<file path="src/hdl/cta_pkg.sv">
package cta_pkg;

  localparam int YearWidth   = 14;
  localparam int MonthWidth  = 4;
  localparam int DayWidth    = 5;
  localparam int HourWidth   = 5;
  localparam int MinuteWidth = 6;
  localparam int SecondWidth = 6;
  localparam int MsecWidth   = 10;
  localparam int DeltaWidth  = 16;
  localparam int WorkWidth   = 17;

  localparam logic OP_LOAD    = 1'b0;
  localparam logic OP_ADVANCE = 1'b1;

  localparam logic [DayWidth-1:0] MONTH_LEN [12] = '{
    5'd31, 5'd28, 5'd31, 5'd30, 5'd31, 5'd30,
    5'd31, 5'd31, 5'd30, 5'd31, 5'd30, 5'd31
  };

  localparam logic [DayWidth-1:0] LEAP_FEB_LEN = 5'd29;
  localparam logic [DayWidth-1:0] ODD_MONTH_LEN = 5'd31;

  function automatic logic [DayWidth-1:0] days_in(input logic [MonthWidth-1:0] m,
                                                  input logic leap);
    logic [DayWidth-1:0] len;
    if (m < 4'd1 || m > 4'd12) begin
      len = ODD_MONTH_LEN;
    end else if (m == 4'd2 && leap) begin
      len = LEAP_FEB_LEN;
    end else begin
      len = MONTH_LEN[m - 4'd1];
    end
    return len;
  endfunction

endpackage

</file>
<file path="src/hdl/calendar_time_advance.sv">
// Channel  Direction  Handshake             Fields
// in       input      in_valid / in_ready   operation, load_*, delta_seconds, delta_milliseconds
// out      output     out_valid / out_ready year, month, day, hour, minute, second, millisecond
//
// The input is busy from acceptance until the word leaves the emit step. A load word is
// taken into the current time, then registered at the output from the emit step. An advance
// word adds its milliseconds and seconds on acceptance, then carries whole minutes in the step
// state, once per cycle through a single subtract-by-sixty and carry chain.
// Synchronous active-high reset sets the clock to 2004-06-05 14:00:00.000.
// A stalled output holds its word while the next word is computed; that word then waits in
// the emit step, and the input stays busy, until the output word is moved.
module calendar_time_advance
  import cta_pkg::*;
(
  input  logic                   clk,
  input  logic                   rst,
  input  logic                   in_valid,
  output logic                   in_ready,
  input  logic                   operation,
  input  logic [YearWidth-1:0]   load_year,
  input  logic [MonthWidth-1:0]  load_month,
  input  logic [DayWidth-1:0]    load_day,
  input  logic [HourWidth-1:0]   load_hour,
  input  logic [MinuteWidth-1:0] load_minute,
  input  logic [SecondWidth-1:0] load_second,
  input  logic [MsecWidth-1:0]   load_millisecond,
  input  logic [DeltaWidth-1:0]  delta_seconds,
  input  logic [MsecWidth-1:0]   delta_milliseconds,
  output logic                   out_valid,
  input  logic                   out_ready,
  output logic [YearWidth-1:0]   year,
  output logic [MonthWidth-1:0]  month,
  output logic [DayWidth-1:0]    day,
  output logic [HourWidth-1:0]   hour,
  output logic [MinuteWidth-1:0] minute,
  output logic [SecondWidth-1:0] second,
  output logic [MsecWidth-1:0]   millisecond
);

  localparam logic [1:0] S_IDLE = 2'd0;
  localparam logic [1:0] S_STEP = 2'd1;
  localparam logic [1:0] S_EMIT = 2'd2;

  logic [1:0]             state, state_next;
  logic [YearWidth-1:0]   cur_year, cur_year_next;
  logic [MonthWidth-1:0]  cur_month, cur_month_next;
  logic [DayWidth-1:0]    cur_day, cur_day_next;
  logic [HourWidth-1:0]   cur_hour, cur_hour_next;
  logic [MinuteWidth-1:0] cur_minute, cur_minute_next;
  logic [SecondWidth-1:0] cur_second, cur_second_next;
  logic [MsecWidth-1:0]   cur_msec, cur_msec_next;
  logic [WorkWidth-1:0]   work_sec, work_sec_next;
  logic                   leap, leap_next;
  logic                   out_valid_next;
  logic                   load_out;

  logic [MsecWidth:0]     ms_sum;
  logic                   ms_carry;
  logic [MinuteWidth:0]   min_inc;
  logic [HourWidth:0]     hour_inc;
  logic [DayWidth:0]      day_inc;
  logic [MonthWidth:0]    mon_inc;

  assign in_ready = (state == S_IDLE);

  always_comb begin
    state_next      = state;
    cur_year_next   = cur_year;
    cur_month_next  = cur_month;
    cur_day_next    = cur_day;
    cur_hour_next   = cur_hour;
    cur_minute_next = cur_minute;
    cur_second_next = cur_second;
    cur_msec_next   = cur_msec;
    work_sec_next   = work_sec;
    leap_next       = leap;
    out_valid_next  = out_valid && !out_ready;
    load_out        = 1'b0;

    ms_sum   = {1'b0, cur_msec} + {1'b0, delta_milliseconds};
    ms_carry = (ms_sum > 11'd999);
    min_inc  = {1'b0, cur_minute} + 7'd1;
    hour_inc = {1'b0, cur_hour} + 6'd1;
    day_inc  = {1'b0, cur_day} + 6'd1;
    mon_inc  = {1'b0, cur_month} + 5'd1;

    unique case (state)
      S_IDLE: begin
        if (in_valid) begin
          if (operation == OP_LOAD) begin
            cur_year_next   = load_year;
            cur_month_next  = load_month;
            cur_day_next    = load_day;
            cur_hour_next   = load_hour;
            cur_minute_next = load_minute;
            cur_second_next = load_second;
            cur_msec_next   = load_millisecond;
            state_next      = S_EMIT;
          end else begin
            leap_next = (cur_year[1:0] == 2'b00);
            if (ms_carry) begin
              cur_msec_next = ms_sum[MsecWidth-1:0] - 10'd1000;
            end else begin
              cur_msec_next = ms_sum[MsecWidth-1:0];
            end
            work_sec_next = WorkWidth'(cur_second) + WorkWidth'(ms_carry)
                          + WorkWidth'(delta_seconds);
            state_next    = S_STEP;
          end
        end
      end
      S_STEP: begin
        if (work_sec >= 17'd60) begin
          work_sec_next = work_sec - 17'd60;
          if (min_inc >= 7'd60) begin
            cur_minute_next = '0;
            if (hour_inc >= 6'd24) begin
              cur_hour_next = '0;
              if (day_inc > {1'b0, days_in(cur_month, leap)}) begin
                cur_day_next = 5'd1;
                if (mon_inc > 5'd12) begin
                  cur_month_next = 4'd1;
                  cur_year_next  = cur_year + 14'd1;
                end else begin
                  cur_month_next = mon_inc[MonthWidth-1:0];
                end
              end else begin
                cur_day_next = day_inc[DayWidth-1:0];
              end
            end else begin
              cur_hour_next = hour_inc[HourWidth-1:0];
            end
          end else begin
            cur_minute_next = min_inc[MinuteWidth-1:0];
          end
        end else begin
          cur_second_next = work_sec[SecondWidth-1:0];
          state_next      = S_EMIT;
        end
      end
      S_EMIT: begin
        if (!out_valid || out_ready) begin
          load_out       = 1'b1;
          out_valid_next = 1'b1;
          state_next     = S_IDLE;
        end
      end
      default: begin
        state_next = S_IDLE;
      end
    endcase
  end

  always_ff @(posedge clk) begin
    if (rst) begin
      state      <= S_IDLE;
      out_valid  <= 1'b0;
      cur_year   <= 14'd2004;
      cur_month  <= 4'd6;
      cur_day    <= 5'd5;
      cur_hour   <= 5'd14;
      cur_minute <= '0;
      cur_second <= '0;
      cur_msec   <= '0;
      leap       <= 1'b0;
    end else begin
      state      <= state_next;
      out_valid  <= out_valid_next;
      cur_year   <= cur_year_next;
      cur_month  <= cur_month_next;
      cur_day    <= cur_day_next;
      cur_hour   <= cur_hour_next;
      cur_minute <= cur_minute_next;
      cur_second <= cur_second_next;
      cur_msec   <= cur_msec_next;
      leap       <= leap_next;
    end
  end

  always_ff @(posedge clk) begin
    work_sec <= work_sec_next;
    if (load_out) begin
      year        <= cur_year;
      month       <= cur_month;
      day         <= cur_day;
      hour        <= cur_hour;
      minute      <= cur_minute;
      second      <= cur_second;
      millisecond <= cur_msec;
    end
  end

  a_accept_busy: assert property (@(posedge clk) disable iff (rst)
    (in_valid && in_ready) |=> !in_ready)
    else $error("input taken twice without a busy cycle");

  a_step_finish: assert property (@(posedge clk) disable iff (rst)
    (state == S_STEP && work_sec < 17'd60) |=> (state == S_EMIT && cur_second < 6'd60))
    else $error("carry loop did not finish with a second below sixty");

  a_result_source: assert property (@(posedge clk) disable iff (rst)
    $rose(out_valid) |-> $past(state) == S_EMIT)
    else $error("result word appeared without an emit cycle");

endmodule
</file>
<file path="config.mk">
export PLATFORM = sky130hd
export DESIGN_NAME = calendar_time_advance
export DESIGN_NICKNAME = d
export VERILOG_FILES = /design/src/hdl/cta_pkg.sv /design/src/hdl/calendar_time_advance.sv
export SDC_FILE = /design/constraint.sdc
export NUM_CORES = 1
export LEC_CHECK = 0
export BUFFER_PORTS_ARGS = -buffer_cell sky130_fd_sc_hd__buf_2
export CORE_AREA = 2 2 130 94
export DETAILED_ROUTE_END_ITERATION = 7
export DIE_AREA = 0 0 132 96
export PLACE_DENSITY = 0.84
export SLEW_MARGIN = 20
export SYNTH_ARGS = -nofsm -noshare
export SYNTH_HDL_FRONTEND = slang
export SYNTH_SLANG_ARGS = --single-unit
</file>
<file path="constraint.sdc">
create_clock -name clk -period 11.45 [get_ports clk]
set_clock_uncertainty 0.2 [all_clocks]
set_input_delay 3.435 -clock clk [delete_from_list [all_inputs] [get_ports clk]]
set_output_delay 3.435 -clock clk [all_outputs]
set_load 0.01 [all_outputs]
</file>
==> results.yml <==
logic_synthesis:
  yosys_most_used_dff: "edfxtp_1"
  syn_area_mm2: 0.00668
  syn_avg_cell_area_um2: 9.65
  synth_enable_flop_cells: 67
  seq_area_frac_synth_pct: 46.3
  yosysTopAreaCell: "edfxtp_1"
  ys_types: 72
  synthCells: 692
  yosys_warnings: 0
  synth_nets: 806
  synth_top_cell_area_share_pct: 30.1
  ys_seq_elements: 121
  synthArstFlopShare_pct: 0
  synthTopCellsByArea: "edfxtp_1 (30%), dfxtp_1 (16%), ha_1 (5.6%)"
hold_path:
  whs_path_depth: 0
  hold_class: "flip-flop to flip-flop"
  min_to: "second[0]"
  hp-start: "cur_second[0]"
timing:
  worst_slack_ns: 3.47
  rsz0062_at_grt: "false"
  hold_viol_final: 0
  worst_slew_pin_slew_ns: 0.973
  max_freq_ghz: 0.125
  maxSlewHeadroom_pct: 35.2
  setup_viol: 0
  min_period_ns: 7.98
  setup_tns_ns: 0
  period_share_pct: 69.7
  timing.final.max_slew_violations: 0
cells_and_area:
  register_area_mm2: 0.00309
  area_growth_syn_to_layout_pct: 19.9
  final_cell_count_no_fill: 982
  multiInputGateArea_mm2: 0.00336
  insertedDiodeCount: 0
  fillers: 851
  nets: 927
  final_area_mm2: 0.00801
  layout_commonest_cell: "buf_2"
  drive_gt1_share_pct: 22.8
  layout_common_cells: "buf_2 (132), nand2_1 (74), edfxtp_1 (67), nor2_1 (58), a21oi_1 (56)"
cts:
  clock-sinks: 121
  cts-root-buf: "clkbuf_16"
  clkTransAtPathRegs_ns: 0.05
  cts_hold_buffers: 0
  cts_tree: "yes"
  numCtsBuffers: 17
  postCtsSetupRepairBufs: 0
  clk-insertion-delay-late_ns: 0.41
  cts_resized: 0
  htreeDepth: 4
  clock_path_buffers: 2
placement:
  place_area_mm2: 0.00743
  hpwl_mm: 11.8
  place_ws_ns: 3.14
  portBuffers: 132
  dp.cells: 951
  gp_congestion: 0.952
power_and_ir_drop:
  ir_drop_mv: 0.122
  power.share.clock_pct: 37.8
  comb_power_share_pct: 21.8
  switching_share_pct: 30.4
  p_leak_nw: 3.14
  seq_power_share_pct: 40.3
  power_density_mw_per_mm2: 172
  power.switching_w: 0.000418
  intPower_w: 0.000960
grt:
  grt_pass1_wl_mm: 27.3
  grtUsageTotal_pct: 27.5
  grt_antenna_before_repair: 1
  grt_max_degree: 66
  grt_pass1_vias: 5537
  grt.overflow.total: 0
critical_path:
  startpoint_type: "primary input"
  crit_family: "adder cells"
  crit_buf_inv: 1
  path_cells: "buf_2, ha_1, fa_1, a21o_1, a21oi_1, xor2_1, ha_1, nand2_1, a32oi_1, a41oi_4, fa_1, fa_1, nor2b_1, o21ai_0, a21boi_0, o21ai_0, a21o_1, nor2_1, xnor2_1, o21ai_0"
  r2r-start: "cur_msec[0]"
  worstPathArrival_ns: 7.91
  critical_path.slowest_cell: "fa_1"
  crit_type: "primary input to flip-flop"
  crit_required_ns: 11.38
  cp_max_fo: 7
  rrSetupSlack_ns: 6.27
  max_stage_delay_ns: 0.49
  worstReg2RegEnd: "work_sec[14]"
  r2r_cells: 19
  cp-end-kind: "flip-flop"
drt:
  routed_wl_mm: 17.3
  via_count: 6022
  wire_per_inst_um: 17.6
  post-route-drc-count: 0
  vias_per_cell: 6.13
  drt_first_pass_iters: 8
  ant_nets: 0
  drtIter0Drc: 512
outcome:
  status: "finished, final reports clean"
die:
  fp.dieH_um: 96
  pin_count: 133
  dieArea_mm2: 0.0127
  num_rows: 33
  die_x_um: 132
  core_region_area_mm2: 0.0114
  start_util_pct: 58.4
job:
  drv_cap: 0
[worst max-delay path by stage]
stage | from | to | slack, ns | cells past startpoint
finish | delta_milliseconds[0] | work_sec[14] | 3.47 | 20
global route | delta_milliseconds[0] | work_sec[7] | 3.22 | 19
CTS | delta_milliseconds[0] | work_sec[14] | 3.54 | 20
detailed placement | delta_milliseconds[0] | work_sec[14] | 3.14 | 20
global placement | delta_milliseconds[0] | work_sec[12] | 3.29 | 20
floorplan | delta_milliseconds[0] | work_sec[10] | 3.73 | 19
[cells in the mapped netlist (all sizes together) (4+ instances only)]
cell type	n
nand2	75
edfxtp	67
nor2	59
a21oi	57
dfxtp	54
o21ai	39
ha	30
inv	26
clkbuf	23
xor2	19
a211oi	18
nand3	16
xnor2	16
nor3	15
and3	12
buf	10
nand4	10
a21o	9
nor2b	9
o211ai	9
a22oi	8
a31oi	7
nand2b	7
o22ai	7
o31ai	7
and2	6
mux2i	6
a221oi	5
o2111ai	5
or3	5
a2111oi	4
a21boi	4
nor4	4
o311ai	4
[power groups by stage]
stage	combinational, W	sequential, W	clock (W)
after floorplan	0.000213	0.000557	0
after global placement	0.000279	0.000559	0
after detailed placement	0.000292	0.000562	0
after CTS	0.000296	0.000554	0.000524
after global routing	0.000332	0.000562	0.000543
final	0.000300	0.000556	0.000522
[registers in the layout (all words and copies together) (netlist names), 6 cells and up]
name         cells
millisecond     10
cur_year        14
work_sec        17
cur_minute       6
cur_second       6
year            14
minute           6
second           6
cur_msec        10
[per-layer routing]
layer / vias up / wire (um) / global-route usage [%]
li1: 2827 / - / -
met1: 2820 / 7550 / 37.6
met2: 350 / 7760 / 42.9
met3: 25 / 1770 / 6.16
met4: 0 / 218 / 11.2
met5: - / 0 / 0
[logic make-up after synthesis]
| kind of cell | count (synthesis) | synth area share [%] |
|---|---|---|
| buffers and inverters | 60 | 3.67 |
| adders and majority gates | 33 | 6.52 |
| and+or+nand+nor | 230 | 16.6 |
| muxes | 6 | 0.899 |
| xor gates and xnor gates | 35 | 4.59 |
| DFF | 121 | 46.3 |
| AOI/OAI and AO/OA | 207 | 21.5 |
[per-stage QoR]
stage	hold WS, ns	power [W]	utilization, %
2_1_floorplan	0.203	0.000770	-
3_3_place_gp	0.216	0.000839	65.0
5_1_grt	0.261	0.00144	70.1
4_1_cts	0.234	0.00137	70.1
3_5_place_dp	0.221	0.000854	65.0
6_report	0.237	0.00138	70.1
[area by class of cell]
| type | instances | share of cell area (%) |
|---|---|---|
| tap | 157 | 2.45 |
| inverter | 27 | 1.26 |
| sequential | 121 | 38.6 |
| clock buffer | 19 | 5.65 |
| clock inverter | 12 | 1.58 |
| timing repair buffer | 135 | 8.53 |
| multi-input combinational | 511 | 41.9 |
Power figures use the tool's default switching activity.
